==> config.mk <==
export PLATFORM = sky130hd
export DESIGN_NAME = plf_front
export DESIGN_NICKNAME = d
export VERILOG_FILES = /design/src/hdl/phase_unwrap_linear_fit_macros.svh /design/src/hdl/plf_pkg.sv /design/src/hdl/plf_front.sv
export SDC_FILE = /design/constraint.sdc
export NUM_CORES = 1
export LEC_CHECK = 0
export BUFFER_PORTS_ARGS = -buffer_cell sky130_fd_sc_hd__buf_2
export CAP_MARGIN = 20
export CORE_UTILIZATION = 27
export DETAILED_ROUTE_END_ITERATION = 8
export RECOVER_POWER = 25
export SYNTH_ARGS = -nofsm -noshare
export SYNTH_HDL_FRONTEND = slang
export SYNTH_SLANG_ARGS = --single-unit
==> constraint.sdc <==
create_clock -name clk_i -period 3.5 [get_ports clk_i]
set_input_delay 0.35 -clock clk_i [delete_from_list [all_inputs] [get_ports clk_i]]
set_output_delay 0.35 -clock clk_i [all_outputs]
set_load 0.01 [all_outputs]
==> src/hdl/phase_unwrap_linear_fit_macros.svh <==
// ---------------------------------------------------------------------------
// Phase unwrap line fit assertion macros
// Concurrent assertion helpers, empty when SYNTHESIS is defined.
// ---------------------------------------------------------------------------
`ifndef PHASE_UNWRAP_LINEAR_FIT_MACROS_SVH
`define PHASE_UNWRAP_LINEAR_FIT_MACROS_SVH
`ifndef SYNTHESIS
`define PLF_ASSERT(lbl, prop) \
  lbl: assert property (@(posedge clk_i) disable iff (!rst_ni) prop) \
    else $error("phase_unwrap_linear_fit assertion failed");
`define PLF_ASSERT_ALWAYS(lbl, prop) \
  lbl: assert property (@(posedge clk_i) prop) \
    else $error("phase_unwrap_linear_fit assertion failed");
`else
`define PLF_ASSERT(lbl, prop)
`define PLF_ASSERT_ALWAYS(lbl, prop)
`endif
`endif

==> src/hdl/plf_pkg.sv <==
// ---------------------------------------------------------------------------
// Phase unwrap line fit package
// Shared widths, constants and request types.
// ---------------------------------------------------------------------------
`default_nettype none
package plf_pkg;
  localparam int PHASE_W      = 16;
  localparam int IDX_W        = 12;
  localparam int CNT_W        = 13;
  localparam int M_W          = 13;
  localparam int MAX_CHANNELS = 4096;
  localparam int MAX_OUT      = 4096;
  localparam int PREV_W       = 32;
  localparam int SY_W         = 42;
  localparam int SXY_W        = 54;
  localparam int SLOPE_W      = 48;
  localparam int OFF_W        = 56;
  localparam int FIT_W        = 48;
  localparam int DEN_W        = 37;
  localparam int DIVD_W       = 80;
  localparam int Q_DEPTH      = 2;

  localparam logic KIND_LOAD  = 1'b0;
  localparam logic KIND_QUERY = 1'b1;

  typedef struct packed {
    logic                      kind;
    logic signed [PHASE_W-1:0] phase;
    logic                      last;
    logic [IDX_W-1:0]          out_index;
  } plf_in_t;

  typedef struct packed {
    logic signed [FIT_W-1:0] fitted_phase;
    logic                    fit_valid;
  } plf_out_t;

  typedef struct packed {
    logic                      is_query;
    logic                      is_fit;
    logic signed [PHASE_W-1:0] phase;
    logic [IDX_W-1:0]          out_index;
  } plf_cmd_t;
endpackage
`default_nettype wire

==> src/hdl/plf_front.sv <==
// ---------------------------------------------------------------------------
// Phase unwrap line fit front end
// Accepts requests into a short queue and classifies them for the back end.
// ---------------------------------------------------------------------------
`default_nettype none
module plf_front (
  input  wire logic             clk_i,
  input  wire logic             rst_ni,
  input  wire logic             push,
  output logic                  full,
  input  wire plf_pkg::plf_in_t in_item_i,
  output logic                  cmd_valid_o,
  input  wire logic             cmd_ready_i,
  output plf_pkg::plf_cmd_t     cmd_o
);
  import plf_pkg::*;

  plf_in_t     mem_q [Q_DEPTH];
  logic        wr_ptr_q, rd_ptr_q;
  logic [1:0]  cnt_q;
  logic        do_push, do_pop;
  plf_in_t     head;

  assign full        = (cnt_q == 2'(Q_DEPTH));
  assign cmd_valid_o = (cnt_q != 2'd0);
  assign do_push     = push && !full;
  assign do_pop      = cmd_valid_o && cmd_ready_i;
  assign head        = mem_q[rd_ptr_q];

  always_comb begin
    cmd_o.is_query  = (head.kind == KIND_QUERY);
    cmd_o.is_fit    = (head.kind == KIND_LOAD) && head.last;
    cmd_o.phase     = head.phase;
    cmd_o.out_index = head.out_index;
  end

  always_ff @(posedge clk_i) begin
    if (do_push) begin
      mem_q[wr_ptr_q] <= in_item_i;
    end
  end

  always_ff @(posedge clk_i or negedge rst_ni) begin
    if (!rst_ni) begin
      wr_ptr_q <= 1'b0;
      rd_ptr_q <= 1'b0;
      cnt_q    <= 2'd0;
    end else begin
      if (do_push) wr_ptr_q <= ~wr_ptr_q;
      if (do_pop) rd_ptr_q <= ~rd_ptr_q;
      cnt_q <= cnt_q + 2'(do_push) - 2'(do_pop);
    end
  end
endmodule
`default_nettype wire

Yosys cells after proc, flatten, opt, wreduce, memory -nomap -nowiden:

Memory sizes are Yosys's and may differ from the RTL's.
Index checks and enable logic that the tools add are counted.

* register bits: 4
* RAM bits: 60
* word-level logic and storage cells: 17
* memories: 1

* add/sub/neg operators: 2
* eq/ne operators: 1
* mux-type cells: 2
* bitwise gates (word level): 3
* reductions and logical operators: 5

Memories
* mem_q: words 2, width 30, read ports 1, clocked after Yosys merged registers in 0, write ports 1, line plf_front.sv:18 `plf_in_t mem_q [Q_DEPTH];`

Operators with widths (count)
* logical AND 1 bit: 3
* inverter 1 bit: 3
* adder 2 x 1 -> 2 bit: 1
* equality test 2 bit, second input constant: 1
* two-way mux 1 bit: 2
* nonzero test 2 bit: 1
* subtractor 2 x 1 -> 2 bit: 1
* logical NOT 1 bit: 1

Depth between registers and ports, before layout:

* depth after elaboration: 5
* depth in mapped cells: 7

Worst setup path after synthesis:

Ideal clock, no wire load.

* path kind: flip-flop to flip-flop
* start point: reg cnt_q[1]
* end point: mem mem_q[0][0] (netlist name) (enable)
* arrival time: 1867 ps
* path slack: 1216 ps
* cell stages (with the launch flop): 4
* buffers on the path: 0
* clock period less this slack: 2284 ps
* path through: dfrtp_1 nand2b_1 nand2_1 nor2_1

* longest elaborated chain between the ends: 5

Ends and longest elaborated chain
* start, declared: line plf_front.sv:20 `logic [1:0] cnt_q;`
* start signal, assigned: line plf_front.sv:51 `cnt_q <= cnt_q + 2'(do_push) - 2'(do_pop);`
* equality test 2 bit: line plf_front.sv:24 `assign full = (cnt_q == 2'(Q_DEPTH));`
* logical NOT 1 bit: line plf_front.sv:26 `assign do_push = push && !full;`
* logical AND 1 bit: line plf_front.sv:26
* two-way mux 1 bit: line plf_front.sv:38 `if (do_push) begin`
* two-way mux 1 bit (implied by the code): line plf_front.sv:39 `mem_q[wr_ptr_q] <= in_item_i;`
* end, declared: line plf_front.sv:18

No other way between the ends.

==> impl_metrics.toml <==
[route]
post_drt_wl_per_cell_um = 14.0
routed_wl_mm = 4.21
antenna_left = 0
vias = 1234
drtIter0Drc = 41
route.detailed.drc = 7
avgViaCountPerCell = 4.10
dr.pass1.iters = 9

[setup_path]
critPathCaptureType = "output port"
cp-start-kind = "flop"
crit_fanout = 32
required_ns = 3.15
worst-setup-path-type = "flop to output port"
worst-endpoint-arrival_ns = 1.90

[global_routing]
met1_usage = 0.111
antenna_found_initial = 0
grt_max_degree = 33
grt_pass1_vias = 1285
met2_usage = 0.145
use_met3 = 0.0494
grt_overflow = 0
top_usage_layer = "met2"
grtUsageTotal = 0.0952
grt_pass1_wl_mm = 6.62

[timing]
tightestPinTransition_ns = 1.02
hold_viol = 0
slew_violations = 0
fin_skew_ns = 0.00990
finalCriticalPeriod_ns = 2.25
rsz0062_at_grt = "no"
setup_violations = 0
hold-worst-slack_ns = 0.196
max_freq_mhz = 444
tns_ns = 0
slew_headroom = 0.322
finalCritPeriodShare = 0.644

[pwr]
p_int_w = 0.00181
leakage_nw = 1.24
p_clk_frac = 0.240
combPwrFrac = 0.293
power_density_nw_per_um2 = 826
seqPwrFrac = 0.466
netSwitchingFraction = 0.297
peakVddDrop_uv = 260
p_sw_w = 0.000765

[clocking]
clockBufferDepth = 2
cts.sinks = 64
numCtsBuffers = 9
cts_tree = "built"
cts_root_buf = "clkbuf_8"
path_clk_slew_ns = 0.08
htree_levels = 3
cts_resized = 0
cts_setup_buffers = 0
clk_latency_ns = 0.34

[place]
dpl_cell_area_um2 = 2930
io_buffers = 65
dp_cells = 284
dp_hpwl_mm = 2.62
place_congestion = 0.673

[cells_and_area]
antennaDiodeCount = 0
nets = 224
nFillCells = 868
fin_area_um2 = 3120
syn2layout_area_growth_pct = 25.1
drive_gt1_frac = 0.528
finalNonFillerCells = 301

[run]
cap_violations = 0

[floorplan]
rows = 34
die_h_um = 98.2
start_util = 0.282
die-area_um2 = 9640
die_x_um = 98.2
core_um2 = 8850
io_pins = 66

[min_path]
min_path_type = "input pin to flop"

[yosys]
synth.distinct_cells = 16
syn_area_um2 = 2500
synth-seq-cells = 64
syn_nets = 150
synthCells = 114
post_synth.cell_area_avg_um2 = 21.9
ys_warn_count = 0
seq_area_frac_synth = 0.762

[status]
violations = "DRC"
outcome = "finished with violations"
-- critical path: stages, from the launching register on --
cell and delay, ns:
dfrtp_2 1.04, mux2_1 0.38, buf_2 0.14
-- worst paths after layout --
kind                          startpoint      endpoint  slack (ns)  cells past startpoint
max                             rd_ptr_q      cmd_o[0]        1.25                      2
min                        in_item_i[27]  mem_q[1][27]        0.20                      1
max reg2reg                     cnt_q[1]  mem_q[0][10]        1.73                      3
min reg2reg                     cnt_q[0]      cnt_q[0]        0.53                      1
max in group asynchronous         rst_ni      rd_ptr_q        3.02                      2
min in group asynchronous         rst_ni      cnt_q[0]        0.35                      2
-- power by group through the flow --
stage	combinational (W)	clock (W)	sequential [W]
final	0.000757	0.000620	0.00120
after CTS	0.000783	0.000652	0.00121
after global placement	0.000775	0	0.00122
after global routing	0.000826	0.000676	0.00123
after floorplan	0.000643	0	0.00111
after detailed placement	0.000780	0	0.00123
-- metrics by stage --
| stage | power (W) | worst slack (ns) | utilization |
|---|---|---|---|
| floorplan | 0.00175 | 1.22 | - |
| global placement | 0.00200 | 1.56 | 0.331 |
| detailed placement | 0.00201 | 1.56 | 0.331 |
| CTS | 0.00265 | 1.19 | 0.354 |
| global route | 0.00273 | 1.13 | 0.353 |
| finish | 0.00258 | 1.25 | 0.353 |
-- state kept, by name (all words and copies together), names as in the netlist --
register and count:
cnt_q 2, mem_q 60, rd_ptr_q 1, wr_ptr_q 1
-- placed cells by master (no fill, tap or decap), types with 2 or more instances in the layout --
cell and instances:
edfxtp_1 60, buf_2 55, mux2_4 27, clkbuf_1 10, clkbuf_8 9, inv_1 3
xnor2_1 3, clkinv_4 3, dfrtp_1 3, mux2_1 2, ha_1 2
-- routing by layer --
layer | vias to the layer above | part of all wire
li1 | 585 | -
met1 | 597 | 0.44
met2 | 47 | 0.48
met3 | 5 | 0.078
met4 | 0 | 0.0088
met5 | - | 0
-- Yosys cell counts (all sizes together) --
cell type | instances | area (µm²)
a32o | 1 | 10.0
dfrtp | 4 | 100
nor2 | 2 | 7.51
ha | 2 | 25.0
xnor2 | 3 | 26.3
and2 | 1 | 8.76
xor2 | 1 | 8.76
mux2 | 29 | 428
inv | 3 | 11.3
or2 | 1 | 8.76
buf | 4 | 45.0
edfxtp | 60 | 1800
nand2 | 1 | 3.75
and3 | 1 | 6.26
nand2b | 1 | 6.26
-- logic make-up after synthesis --
| group | share of synthesized area |
|---|---|
| buffers and inverters | 0.0225 |
| DFF | 0.762 |
| muxes | 0.171 |
| AOI/OAI and AO/OA | 0.00401 |
| and+or+nand+nor | 0.0165 |
| adders and majority gates | 0.0100 |
| xor gates and xnor gates | 0.0140 |
-- repair_timing --
item                                    CTS  global route
hold buffers                              1             0
endpoints found under the setup margin    0             0
hold endpoints to repair                  4             0
-- cell type report --
| type | instances | area (µm²) | share of cell area |
|---|---|---|---|
| well taps | 108 | 135 | 0.0433 |
| repair buffers | 67 | 330 | 0.106 |
| multi-input cells | 43 | 547 | 0.175 |
| clock inverters | 7 | 72.6 | 0.0232 |
| flip-flops and latches | 64 | 1900 | 0.609 |
| clock buffers | 9 | 124 | 0.0397 |
| inverters | 3 | 11.3 | 0.00361 |
Note: power is estimated with default switching activity, not from simulation.
